### config.mk
export PLATFORM = sky130hd
export DESIGN_NAME = lin_master_frame_sequencer
export DESIGN_NICKNAME = d
export VERILOG_FILES = /design/src/rtl/lmfs_pkg.sv /design/src/rtl/lin_master_frame_sequencer.sv /design/src/rtl/lmfs_seq.sv
export SDC_FILE = /design/constraint.sdc
export NUM_CORES = 1
export LEC_CHECK = 0
export ABC_CLOCK_PERIOD_IN_PS = 8220
export BUFFER_PORTS_ARGS = -buffer_cell sky130_fd_sc_hd__buf_2
export CAP_MARGIN = 15
export CORE_MARGIN = 2
export CORE_UTILIZATION = 55
export CTS_BUF_LIST = sky130_fd_sc_hd__clkbuf_16
export DETAILED_ROUTE_END_ITERATION = 7
export GPL_ROUTABILITY_DRIVEN = 0
export GPL_TIMING_DRIVEN = 0
export PLACE_DENSITY = 0.75
export SYNTH_ARGS = -nofsm -noshare
export SYNTH_HDL_FRONTEND = slang
export SYNTH_SLANG_ARGS = --single-unit
### constraint.sdc
create_clock -name clk -period 8.22 [get_ports clk]
set_input_delay 0.411 -clock clk [delete_from_list [all_inputs] [get_ports clk]]
set_output_delay 0.411 -clock clk [all_outputs]
set_load 0.03 [all_outputs]
### src/rtl/lmfs_pkg.sv
// ----------------------------------------------------------------------------
// lmfs_pkg
// Shared types and constants for the LIN master frame sequencer.
// ----------------------------------------------------------------------------
package lmfs_pkg;

	typedef enum logic [2:0] {
		KIND_WRITE   = 3'd0,
		KIND_START   = 3'd1,
		KIND_TX_DONE = 3'd2,
		KIND_RX_BYTE = 3'd3,
		KIND_READ    = 3'd4
	} kind_t;

	localparam logic [7:0] BREAK_BYTE = 8'h00;
	localparam logic [7:0] SYNC_BYTE  = 8'h55;

	typedef struct packed {
		logic [2:0] kind;
		logic [3:0] index;
		logic [7:0] data;
		logic [7:0] pid;
		logic       slave_direction;
		logic [3:0] data_length;
	} item_t;

	typedef struct packed {
		logic       tx_valid;
		logic [7:0] tx_byte;
		logic       start_accepted;
		logic       busy_res;
		logic       response_ready;
		logic [7:0] read_byte;
	} result_t;

endpackage

### src/rtl/lin_master_frame_sequencer.sv
// ----------------------------------------------------------------------------
// lin_master_frame_sequencer
// LIN master frame sequencing: break, sync, identifier, then master response
// bytes or collection of a slave response into the frame buffer.
// ----------------------------------------------------------------------------
//  channel   dir  handshake          payload
//  s_axis    in   s_tvalid/s_tready  s_tuser kind, s_tdata item fields
//  m_axis    out  m_tvalid/m_tready  m_tdata result fields
//
//  One item per cycle sustained while m_tready takes each result; the result
//  reaches m_tdata via input register, then result register holding the buffer read.
//  Reset clears the frame state; the buffer holds nothing defined until written.
//  A stalled result holds the output; the input register still takes one item,
//  and further items wait on s_tready until m_tready frees the result register.
// ----------------------------------------------------------------------------
module lin_master_frame_sequencer
	import lmfs_pkg::*;
#(
	parameter int MAX_DATA_BYTES = 8
) (
	input  logic        clk,
	input  logic        arst_n,
	input  logic        s_tvalid,
	output logic        s_tready,
	// [3:0] index, [11:4] data, [19:12] pid, [20] slave_direction,
	// [24:21] data_length, [31:25] zero
	input  logic [31:0] s_tdata,
	// [2:0] kind
	input  logic [2:0]  s_tuser,
	output logic        m_tvalid,
	input  logic        m_tready,
	// [0] tx_valid, [8:1] tx_byte, [9] start_accepted, [10] busy_res,
	// [11] response_ready, [19:12] read_byte, [23:20] zero
	output logic [23:0] m_tdata
);

	logic    valid_s1;
	item_t   item_s1;
	logic    m_valid_q;
	logic    advance;
	result_t res;

	assign advance  = valid_s1 && (!m_valid_q || m_tready);
	assign s_tready = !valid_s1 || advance;

	always_ff @(posedge clk or negedge arst_n) begin
		if (!arst_n) begin
			valid_s1  <= 1'b0;
			m_valid_q <= 1'b0;
		end else begin
			if (s_tready) begin
				valid_s1 <= s_tvalid;
			end
			if (advance) begin
				m_valid_q <= 1'b1;
			end else if (m_tready) begin
				m_valid_q <= 1'b0;
			end
		end
	end

	always_ff @(posedge clk) begin
		if (s_tvalid && s_tready) begin
			item_s1.kind            <= s_tuser;
			item_s1.index           <= s_tdata[3:0];
			item_s1.data            <= s_tdata[11:4];
			item_s1.pid             <= s_tdata[19:12];
			item_s1.slave_direction <= s_tdata[20];
			item_s1.data_length     <= s_tdata[24:21];
		end
	end

	lmfs_seq #(
		.MAX_DATA_BYTES(MAX_DATA_BYTES)
	) u_seq (
		.clk   (clk),
		.arst_n(arst_n),
		.step  (advance),
		.item  (item_s1),
		.res   (res)
	);

	assign m_tvalid = m_valid_q;
	assign m_tdata  = {4'd0, res.read_byte, res.response_ready, res.busy_res,
		res.start_accepted, res.tx_byte, res.tx_valid};

endmodule

### src/rtl/lmfs_seq.sv
// ----------------------------------------------------------------------------
// lmfs_seq
// Frame state machine and response buffer; one item per step, result
// registered at the step edge.
// ----------------------------------------------------------------------------
module lmfs_seq
	import lmfs_pkg::*;
#(
	parameter int MAX_DATA_BYTES = 8
) (
	input  logic    clk,
	input  logic    arst_n,
	input  logic    step,
	input  item_t   item,
	output result_t res
);

	localparam int DEPTH = MAX_DATA_BYTES + 1;
	localparam int AW = (DEPTH > 1) ? $clog2(DEPTH) : 1;
	localparam logic [3:0] LEN_MAX = 4'(MAX_DATA_BYTES);
	localparam logic [3:0] DEPTH_W = 4'(DEPTH);

	typedef enum logic [2:0] {
		PH_IDLE,
		PH_BREAK,
		PH_SYNC,
		PH_IDENT,
		PH_TX_RESP,
		PH_RX_RESP
	} phase_t;

	typedef enum logic [1:0] {
		ST_NONE,
		ST_BUSY,
		ST_RECEIVED
	} status_t;

	phase_t     phase_q, phase_d;
	status_t    status_q, status_d;
	logic [3:0] pos_q, pos_d;
	logic [7:0] ident_q, ident_d;
	logic       slave_q, slave_d;
	logic [3:0] len_q, len_d;

	logic [7:0] buf_mem [DEPTH];

	logic       tx_v, tx_mem, accepted, rd_en;
	logic [7:0] tx_const;
	logic [3:0] raddr, waddr, pos_after;
	logic       we, rin;
	logic [7:0] wdata;

	result_t res_q;

	always_comb begin
		phase_d   = phase_q;
		status_d  = status_q;
		pos_d     = pos_q;
		ident_d   = ident_q;
		slave_d   = slave_q;
		len_d     = len_q;
		tx_v      = 1'b0;
		tx_mem    = 1'b0;
		tx_const  = BREAK_BYTE;
		accepted  = 1'b0;
		rd_en     = 1'b0;
		raddr     = pos_q;
		we        = 1'b0;
		waddr     = item.index;
		wdata     = item.data;
		pos_after = pos_q;
		case (item.kind)
			KIND_WRITE: begin
				we = (item.index < DEPTH_W);
			end
			KIND_START: begin
				if (phase_q == PH_IDLE) begin
					ident_d  = item.pid;
					slave_d  = item.slave_direction;
					len_d    = (item.data_length > LEN_MAX) ? LEN_MAX : item.data_length;
					pos_d    = 4'd0;
					tx_v     = 1'b1;
					tx_const = BREAK_BYTE;
					phase_d  = PH_BREAK;
					accepted = 1'b1;
				end
			end
			KIND_TX_DONE: begin
				unique case (phase_q)
					PH_BREAK: begin
						tx_v     = 1'b1;
						tx_const = SYNC_BYTE;
						phase_d  = PH_SYNC;
					end
					PH_SYNC: begin
						tx_v     = 1'b1;
						tx_const = ident_q;
						phase_d  = PH_IDENT;
					end
					PH_IDENT: begin
						if (!slave_q) begin
							tx_v    = 1'b1;
							tx_mem  = 1'b1;
							raddr   = 4'd0;
							pos_d   = 4'd1;
							phase_d = PH_TX_RESP;
						end else begin
							pos_d    = 4'd0;
							phase_d  = PH_RX_RESP;
							status_d = ST_BUSY;
						end
					end
					PH_TX_RESP: begin
						if (pos_q <= len_q) begin
							tx_v      = 1'b1;
							tx_mem    = 1'b1;
							pos_after = pos_q + 4'd1;
						end
						pos_d = pos_after;
						if (pos_after > len_q) begin
							phase_d = PH_IDLE;
							pos_d   = 4'd0;
						end
					end
					default: ;
				endcase
			end
			KIND_RX_BYTE: begin
				if (phase_q == PH_RX_RESP) begin
					if (pos_q <= len_q && pos_q < DEPTH_W) begin
						we        = 1'b1;
						waddr     = pos_q;
						pos_after = pos_q + 4'd1;
					end
					pos_d = pos_after;
					if (pos_after > len_q) begin
						phase_d  = PH_IDLE;
						status_d = ST_RECEIVED;
						pos_d    = 4'd0;
					end
				end
			end
			KIND_READ: begin
				rd_en = 1'b1;
				raddr = item.index;
			end
			default: ;
		endcase
		rin = (raddr < DEPTH_W);
	end

	always_ff @(posedge clk or negedge arst_n) begin
		if (!arst_n) begin
			phase_q  <= PH_IDLE;
			status_q <= ST_NONE;
			pos_q    <= 4'd0;
			ident_q  <= 8'd0;
			slave_q  <= 1'b0;
			len_q    <= 4'd0;
		end else if (step) begin
			phase_q  <= phase_d;
			status_q <= status_d;
			pos_q    <= pos_d;
			ident_q  <= ident_d;
			slave_q  <= slave_d;
			len_q    <= len_d;
		end
	end

	always_ff @(posedge clk) begin
		if (step && we) begin
			buf_mem[waddr[AW-1:0]] <= wdata;
		end
	end

	// result register; buffer read is taken here
	always_ff @(posedge clk) begin
		if (step) begin
			res_q.tx_valid       <= tx_v;
			res_q.start_accepted <= accepted;
			res_q.busy_res       <= (phase_d != PH_IDLE);
			res_q.response_ready <= (phase_d == PH_IDLE) && slave_d &&
				(status_d == ST_RECEIVED);
			if (!tx_v) begin
				res_q.tx_byte <= 8'd0;
			end else if (tx_mem) begin
				res_q.tx_byte <= rin ? buf_mem[raddr[AW-1:0]] : 8'd0;
			end else begin
				res_q.tx_byte <= tx_const;
			end
			if (rd_en && rin) begin
				res_q.read_byte <= buf_mem[raddr[AW-1:0]];
			end else begin
				res_q.read_byte <= 8'd0;
			end
		end
	end

	assign res = res_q;

	a_start_busy_rejected: assert property (@(posedge clk) disable iff (!arst_n)
		step && item.kind == KIND_START && phase_q != PH_IDLE |=> !res_q.start_accepted)
		else $error("start accepted while busy");

	a_start_break: assert property (@(posedge clk) disable iff (!arst_n)
		step && accepted |=> res_q.tx_valid && res_q.tx_byte == BREAK_BYTE && res_q.busy_res)
		else $error("accepted start without break byte");

	a_ready_idle: assert property (@(posedge clk) disable iff (!arst_n)
		step ##1 res_q.response_ready |-> phase_q == PH_IDLE && status_q == ST_RECEIVED)
		else $error("response ready while frame in progress");

	a_pos_bound: assert property (@(posedge clk) disable iff (!arst_n)
		pos_q <= DEPTH_W && len_q <= LEN_MAX)
		else $error("byte position or length out of range");

endmodule
==> results_dict.tcl, run 1 <==
set metrics [dict create \
    outcome "finished with violations" \
    violations "hold timing" \
    post_cts_resized 0 \
    drtIter0Drc 624 \
    start_util_pct 56.88 \
    htreeDepth 4 \
    period_needed_ns 4.881 \
    areaGrowthSynthToFinish_pct 16.87 \
    final_common_cell "edfxtp_1" \
    synth_compound_area_share_pct 10.92 \
    routed_wirelength_um 14690 \
    hpwl_um 10110 \
    sequentialPowerShare_pct 38.4 \
    yosysUniqueCellTypes 63 \
    critPathArrivalTime_ns 5.19 \
    setup_violations 0 \
    maxCapViolations 0 \
    vias 4702 \
    via_per_inst 6.228 \
    mostFrequentLayoutCells "edfxtp_1 (120), nand2_1 (73), buf_2 (61)" \
    grt_pass1_vias 4400 \
    startpoint_type "flip-flop" \
    cts_sinks 144 \
    ys_seq_elements 144 \
    netlist_area_um2 6578 \
    relSlewSlack_pct 37.64 \
    hold_buffers 0 \
    pre_cts_slack_ns 3.567 \
    hold_ws_ns -0.004808 \
    p_per_area_nw_per_um2 316.4 \
    p_int_mw 1.652 \
    cp-end-kind "flip-flop" \
    layout-drive-gt1-share_pct 18.95 \
    required_ns 8.53 \
    peakVddDrop_v 0.0001645 \
    antenna_found_initial 0 \
    clk_pin_slew_ns 0.06 \
    synthMuxAreaShare_pct 3.576 \
    min_path_type "in -> async" \
    cts_tree "yes" \
    multiInputGateArea_um2 2195 \
    synth_fa_ha_area_share_pct 2.663 \
    synth_simple_gate_area_share_pct 15.05 \
    combPwrFrac_pct 28.1 \
    hold_viol 9 \
    nets 652 \
    synth_top_family_by_area "simple AND/OR/NAND/NOR gates" \
    cts_buffers 17 \
    fillers 843 \
    clock_skew_ns 0.009613 \
    yosys_warnings 0 \
    rr_startpoint "u_seq.pos_q[0]" \
    ys.flop_type "edfxtp_1" \
    synth_xor_area_share_pct 0.9321 \
    track_usage_pct 23.92 \
    grt_setup_unrepaired "false" \
    die-height_um 113.4 \
    path_class "reg -> reg" \
    num_rows 39 \
    drtAntennaViolNets 0 \
    period_share_pct 59.38 \
    synthArstFlopShare_pct 16.67 \
    p_clk_share_pct 33.5 \
    drv_slew 0 \
    gr-total-overflow 0 \
    reg2regPathDepth 16 \
    io_buffers 53 \
    core-area_um2 11560 \
    die_width_um 113.4 \
    wl_per_cell_um 19.46 \
    fin_ws_ns 3.339 \
    clock_path_buffers 2 \
    clkLatencyLatePin_ns 0.41 \
    postCtsSetupBuffers 0 \
    synth_edf_count 120 \
    antenna-diode-count 0 \
    syn_inst 523 \
    fmax_mhz 204.9 \
    grt_pass1_wl_um 23290 \
    switching_share_pct 32.09 \
    worstMarginPinSlew_ns 0.9344 \
    drt_first_pass_iters 5 \
    syn_avg_cell_area_um2 12.58 \
    yosysTopAreaCell "edfxtp_1" \
    ys_seq_area_share_pct 63.91 \
    setup_tns_ns 0 \
    synth_top_area_share_pct 54.78 \
    r2r_end "u_seq.pos_q[0]" \
    dieArea_um2 12850 \
    cp_max_fo 10 \
    drc_errors 0 \
    grt_max_degree 29 \
    root_buffer "clkbuf_16" \
    switchingPower_mw 0.7805 \
    cellLeakagePower_nw 2.932 \
    ff2ff_setup_slack_ns 3.34 \
    regArea_um2 4204 \
    utilization_pct 66.47 \
    ys_top_cells_by_area "edfxtp_1 (55%), dfrtp_1 (9.1%), nand2_1 (4.2%)" \
    io_pins 65 \
]
power groups by stage:
| stage | logic [mW] | clock network (mW) | registers, mW |
|---|---|---|---|
| floorplan | 0.473 | 0 | 0.937 |
| global placement | 0.624 | 0 | 0.941 |
| detailed placement | 0.657 | 0 | 0.945 |
| CTS | 0.667 | 0.821 | 0.931 |
| global route | 0.748 | 0.854 | 0.942 |
| finish | 0.683 | 0.816 | 0.934 |
area by class of cell:
type                            count  area share, %
Sequential cell                   144          54.69
Clock buffer                       17          5.534
Clock inverter                     15          2.653
Inverter                           15         0.7324
Timing Repair Buffer               54          3.776
Tap cell                          143          2.327
Buffer                             27          1.742
Multi-Input combinational cell    340          28.55
worst max-delay path, cell delays in order (launching register included):
cell,delay (ns)
dfrtp_1,0.41
clkbuf_1,0.26
inv_1,0.23
ha_1,0.17
and3b_1,0.17
a2111oi_0,0.71
or2_1,0.19
buf_2,0.15
buf_2,0.22
nand2_1,0.12
mux2_2,0.31
ha_1,0.30
a2111oi_0,0.52
o21ai_1,0.36
o21ai_0,0.30
nor3_1,0.08
o31ai_1,0.26
synth_stat cells (3+ instances only):
| library cell | n |
|---|---|
| a2111oi_0 | 3 |
| a21o_1 | 4 |
| a21oi_1 | 12 |
| a31oi_1 | 8 |
| a32oi_1 | 9 |
| and2_1 | 3 |
| and3b_1 | 3 |
| buf_2 | 8 |
| buf_4 | 4 |
| clkbuf_1 | 12 |
| dfrtp_1 | 24 |
| edfxtp_1 | 120 |
| ha_1 | 14 |
| inv_1 | 15 |
| mux2_2 | 12 |
| mux2i_1 | 10 |
| nand2_1 | 73 |
| nand2b_1 | 7 |
| nand3_1 | 41 |
| nand3b_1 | 5 |
| nand4_1 | 6 |
| nor2_1 | 18 |
| nor2b_1 | 6 |
| nor3_1 | 6 |
| o21ai_0 | 28 |
| o221ai_1 | 8 |
| o2bb2ai_1 | 7 |
| o31ai_1 | 3 |
| or3_1 | 5 |
| xnor2_1 | 5 |
stage by stage:
step                power, mW  area (um^2)  instances  hold slack [ns]
finish                  2.432         7687        755        -0.004808
global route            2.544         7687        755          0.01805
CTS                     2.420         7662        754         0.002590
detailed placement      1.602         7033        722           0.4377
global placement        1.565         7033        722           0.4284
floorplan               1.410         6589        526           0.1154
cells by family (layout without fill, tap and decap cells):
| kind of cell | Yosys count | count (layout) |
|---|---|---|
| xor+xnor | 7 | 7 |
| mux | 22 | 22 |
| fa+ha+maj | 14 | 14 |
| buf+inv | 42 | 128 |
| compound gates | 101 | 101 |
| simple gates | 192 | 192 |
| flops | 144 | 144 |
| other cells | 1 | 4 |
per-layer routing:
layer | routed length (um) | track usage, %
met5 | 0 | 0
met4 | 197 | 6.504
met3 | 1396 | 6.374
met2 | 6845 | 38.16
met1 | 6251 | 32.88
registers in the layout (all words and copies together) (netlist names):
signal,count
u_seq.buf_mem,72
item_s1,28
u_seq.res,20
u_seq.ident_q,8
u_seq.len_q,4
u_seq.pos_q,4
u_seq.phase_q,3
u_seq.status_q,2
m_tvalid,1
u_seq.slave_q,1
valid_s1,1
worst max-delay path by stage:
stage | endpoint | slack [ns] | cells past startpoint | start
finish | u_seq.pos_q[0] | 3.34 | 16 | u_seq.pos_q[0]
global route | u_seq.pos_q[0] | 2.98 | 16 | u_seq.pos_q[0]
CTS | u_seq.pos_q[0] | 3.50 | 16 | u_seq.pos_q[0]
detailed placement | u_seq.res[8] | 3.57 | 16 | u_seq.pos_q[0]
global placement | u_seq.pos_q[0] | 3.59 | 16 | u_seq.pos_q[0]
floorplan | u_seq.res[8] | 4.25 | 16 | u_seq.pos_q[0]
No activity file was read; power rests on OpenSTA's default activity.
==> run 2: changes to the inputs <==
Settings changed: ABC_CLOCK_PERIOD_IN_PS 8220 to 4800.
Clock period 8.22 ns to 4.8 ns, I/O delays scaled along.
==> results_dict.tcl, run 2 (synthesis results as in run 1) <==
set metrics [dict create \
    drt_first_pass_iters 6 \
    drtAntennaViolNets 0 \
    routed_wirelength_um 15250 \
    track_usage_pct 24.48 \
    io_pins 65 \
    gr-total-overflow 0 \
    grt_pass1_vias 4554 \
    clock_path_buffers 2 \
    die-height_um 113.4 \
    mostFrequentLayoutCells "edfxtp_1 (120), nand2_1 (73), buf_2 (61)" \
    min_path_type "in -> reg" \
    antenna-diode-count 0 \
    fillers 815 \
    cts_buffers 17 \
    path_class "reg -> reg" \
    grt_pass1_wl_um 23830 \
    maxCapViolations 0 \
    io_buffers 53 \
    worstMarginPinSlew_ns 0.9286 \
    drv_slew 0 \
    setup_tns_ns 0 \
    critPathArrivalTime_ns 4.83 \
    largest_reg_flops 72 \
    drtIter0Drc 607 \
    vias 4818 \
    peakVddDrop_v 0.0002890 \
    fmax_mhz 221.3 \
    final_common_cell "edfxtp_1" \
    required_ns 5.11 \
    setup_violations 0 \
    dieArea_um2 12850 \
    postCtsSetupBuffers 0 \
    die_width_um 113.4 \
    core-area_um2 11560 \
    period_share_pct 94.16 \
    root_buffer "clkbuf_16" \
    grt_max_degree 29 \
    relSlewSlack_pct 38.03 \
    start_util_pct 56.88 \
    clock_skew_ns 0.008029 \
    num_rows 39 \
    outcome "finished clean" \
    layout-drive-gt1-share_pct 18.31 \
    cellLeakagePower_nw 3.047 \
    hpwl_um 10110 \
    antenna_found_initial 0 \
    cts_sinks 144 \
    clkLatencyLatePin_ns 0.41 \
    drc_errors 0 \
    wl_per_cell_um 19.50 \
    fin_ws_ns 0.2805 \
    cts_tree "yes" \
    period_needed_ns 4.519 \
    hold_viol 0 \
    htreeDepth 4 \
    areaGrowthSynthToFinish_pct 21.10 \
    pre_cts_slack_ns 0.1470 \
    startpoint_type "flip-flop" \
    cp_max_fo 10 \
    utilization_pct 68.87 \
    via_per_inst 6.161 \
    cp-end-kind "flip-flop" \
    nets 679 \
    p_per_area_nw_per_um2 527.8 \
    clk_pin_slew_ns 0.06 \
]
run 2: layout make-up:
| class | instances | area, um^2 | share of cell area (%) |
|---|---|---|---|
| inverter | 15 | 56.30 | 0.7069 |
| timing repair buffer | 81 | 560.5 | 7.037 |
| clock buffer | 17 | 425.4 | 5.341 |
| buffer | 27 | 133.9 | 1.681 |
| tap | 143 | 178.9 | 2.246 |
| multi-input combinational | 340 | 2202 | 27.65 |
| sequential | 144 | 4204 | 52.78 |
| clock inverter | 15 | 203.9 | 2.560 |
run 2: through the flow:
stage / std cells / hold WS [ns] / power [mW] / instance area [um^2]
2_1_floorplan: 526 / -0.05559 / 2.415 / 6589
3_3_place_gp: 722 / 0.2574 / 2.681 / 7033
3_5_place_dp: 722 / 0.2667 / 2.744 / 7033
4_1_cts: 778 / 0.002966 / 4.158 / 7903
5_1_grt: 782 / 0.0009820 / 4.396 / 7965
6_report: 782 / 0.01689 / 4.204 / 7965
run 2: worst paths after layout:
| kind | startpoint | end | slack, ns | cells after the start |
|---|---|---|---|---|
| setup / recovery | u_seq.pos_q[0] | u_seq.pos_q[0] | 0.28 | 16 |
| hold / removal | s_tuser[0] | item_s1[25] | 0.02 | 1 |
| max in group asynchronous | arst_n | u_seq.ident_q[1] | 4.05 | 2 |
| setup reg to reg | u_seq.pos_q[0] | u_seq.pos_q[0] | 0.28 | 16 |
| min in group asynchronous | arst_n | u_seq.pos_q[0] | 0.37 | 2 |
| hold reg to reg | item_s1[11] | u_seq.ident_q[6] | 0.48 | 1 |
run 2: report_power, final:
part / total (mW) / switching, mW / internal (mW) / leakage (nW)
Sequential: 1.60 / 0.123 / 1.48 / 1.42
Combinational: 1.20 / 0.735 / 0.466 / 1.31
Clock: 1.40 / 0.490 / 0.911 / 0.315
Total: 4.20 / 1.35 / 2.86 / 3.05
run 2: critical path, stage by stage, from the launching register on:
cell	delay [ns]
dfrtp_1	0.41
clkbuf_1	0.25
inv_1	0.23
ha_1	0.17
and3b_1	0.18
a2111oi_2	0.46
or2_1	0.16
buf_2	0.15
buf_2	0.22
nand2_1	0.12
mux2_2	0.31
ha_1	0.30
a2111oi_1	0.45
o21ai_1	0.33
o21ai_0	0.30
nor3_1	0.08
o31ai_1	0.26
run 2: timing repair:
item                                    4_1_cts  5_1_grt
endpoints found under the setup margin        0        8
hold buffers                                 24        3
hold endpoints to repair                     47        3
gates resized for setup                       0        3
run 2: per-layer routing:
metal / GRT usage (%) / part of all wire [%] / up-vias
li1: - / - / 2187
met1: 32.94 / 41 / 2306
met2: 40.04 / 48 / 291
met3: 6.374 / 9.5 / 34
met4: 6.504 / 1.5 / 0
met5: 0 / 0 / -
==> run 3: changes to the inputs <==
Settings changed: ABC_CLOCK_PERIOD_IN_PS 4800 to 3600, CORE_UTILIZATION 55 to 53, PLACE_DENSITY 0.75 to 0.76.
Clock period 4.8 ns to 3.6 ns, I/O delays scaled along.
==> results_dict.tcl, run 3 (synthesis results as in run 1) <==
set metrics [dict create \
    nets 697 \
    worstMarginPinSlew_ns 0.9643 \
    period_needed_ns 3.617 \
    combPwrFrac_pct 37.0 \
    fmax_mhz 276.5 \
    setup_violations 1 \
    clk_pin_slew_ns 0.06 \
    drv_slew 0 \
    dieArea_um2 13320 \
    layout-drive-gt1-share_pct 23.59 \
    p_per_area_nw_per_um2 731.8 \
    fin_cells 825 \
    core-area_um2 12060 \
    vias 4887 \
    cts_tree "yes" \
    switching_share_pct 34.05 \
    antenna_found_initial 0 \
    htreeDepth 4 \
    root_buffer "clkbuf_16" \
    hpwl_um 10280 \
    via_per_inst 5.924 \
    critPathArrivalTime_ns 3.88 \
    mostFrequentLayoutCells "edfxtp_1 (120), nand2_1 (71), buf_2 (59)" \
    wl_per_cell_um 19.33 \
    setup_tns_ns -0.01670 \
    die-height_um 115.4 \
    cp_num_buf_inv 2 \
    drtIter0Drc 584 \
    clock_path_buffers 2 \
    cp_slowest_stage_delay_ns 0.54 \
    hold_ws_ns 0.04760 \
    slowest_stage "or4_4" \
    fin_ws_ns -0.01670 \
    min_path_type "in -> reg" \
    largest_reg_flops 72 \
    peakVddDrop_v 0.0006719 \
    placed_area_um2 7083 \
    grt_max_degree 29 \
    utilization_pct 68.21 \
    startpoint_type "flip-flop" \
    drc_errors 0 \
    final_common_cell "edfxtp_1" \
    cellLeakagePower_nw 3.121 \
    switchingPower_mw 2.050 \
    hold_viol 0 \
    p_clk_share_pct 27.4 \
    grt_pass1_vias 4674 \
    io_buffers 53 \
    io_pins 65 \
    drtAntennaViolNets 0 \
    sequentialPowerShare_pct 35.6 \
    violations "setup timing" \
    track_usage_pct 25.30 \
    maxCapViolations 0 \
    outcome "finished with violations" \
    period_share_pct 100.5 \
    start_util_pct 54.53 \
    drt_first_pass_iters 6 \
    cp-end-kind "flip-flop" \
    cts_sinks 144 \
    worstPathCellList "inv_2 -> ha_4 -> and3b_2 -> a2111oi_4 -> or2_1 -> buf_6 -> and2_4 -> nand2_2 -> xnor2_1 -> ha_1 -> nand4_1 -> o21ai_2 -> nor2_2 -> a21oi_1 -> or4_4 -> a211oi_2" \
    cp_max_fo 5 \
    antenna-diode-count 0 \
    clkLatencyLatePin_ns 0.42 \
    pre_cts_slack_ns -0.4223 \
    die_width_um 115.4 \
    num_rows 40 \
    routed_wirelength_um 15950 \
    clock_skew_ns 0.007009 \
    grt_pass1_wl_um 24800 \
    p_total_mw 6.021 \
    relSlewSlack_pct 35.64 \
    critical-path-top-delay-family "simple AND/OR/NAND/NOR gates" \
    required_ns 3.87 \
    areaGrowthSynthToFinish_pct 25.07 \
    gr-total-overflow 0 \
    cts_buffers 17 \
    grt_setup_unrepaired "true" \
    dp.cells 747 \
    final_area_um2 8227 \
    p_int_mw 3.970 \
    path_class "reg -> reg" \
]
run 3: layer usage:
metal / vias up / track usage (%) / share of wire [%]
met5: - / 0 / 0
met4: 0 / 9.719 / 2.4
met3: 46 / 5.799 / 7.1
met2: 228 / 39.61 / 47
met1: 2386 / 34.76 / 43
li1: 2227 / - / -
run 3: worst paths after layout:
path,startpoint,end,slack [ns],cells after the start
worst min register to register,item_s1[6],u_seq.ident_q[1],0.48,1
worst min-delay path,m_tready,m_tvalid,0.05,3
min in group asynchronous,arst_n,u_seq.len_q[3],0.30,2
worst max-delay path,u_seq.len_q[2],u_seq.res[8],-0.02,16
max in group asynchronous,arst_n,u_seq.pos_q[2],2.88,2
worst max register to register,u_seq.len_q[2],u_seq.res[8],-0.02,16
run 3: layout make-up:
class / count / area [um^2]
Buffer: 26 / 142.6
Clock buffer: 17 / 425.4
Clock inverter: 15 / 130.1
Fill cell: 799 / 3835
Inverter: 15 / 61.31
Multi-Input combinational cell: 340 / 2337
Sequential cell: 144 / 4207
Tap cell: 168 / 210.2
Timing Repair Buffer: 100 / 713.2
run 3: power by group through the flow:
stage	combinational (mW)	sequential, mW	clock [mW]
after CTS	2.05	2.12	1.66
final	2.23	2.14	1.65
after floorplan	1.14	2.14	0
after global placement	1.49	2.15	0
after global routing	2.40	2.15	1.74
after detailed placement	1.56	2.16	0
run 3: repair_timing:
| item | in CTS | in global routing |
|---|---|---|
| pin swaps | 5 | 9 |
| hold buffers | 30 | 0 |
| gates resized for setup | 24 | 14 |
| endpoints found under the hold margin | 53 | 0 |
| setup buffers | 10 | 6 |
| endpoints found under the setup margin | 8 | 9 |
run 3: worst register-to-register path: stages (launching register included):
cell,delay (ns)
dfrtp_1,0.40
inv_2,0.11
ha_4,0.22
and3b_2,0.21
a2111oi_4,0.19
or2_1,0.17
buf_6,0.13
and2_4,0.17
nand2_2,0.06
xnor2_1,0.26
ha_1,0.31
nand4_1,0.14
o21ai_2,0.09
nor2_2,0.20
a21oi_1,0.10
or4_4,0.55
a211oi_2,0.15
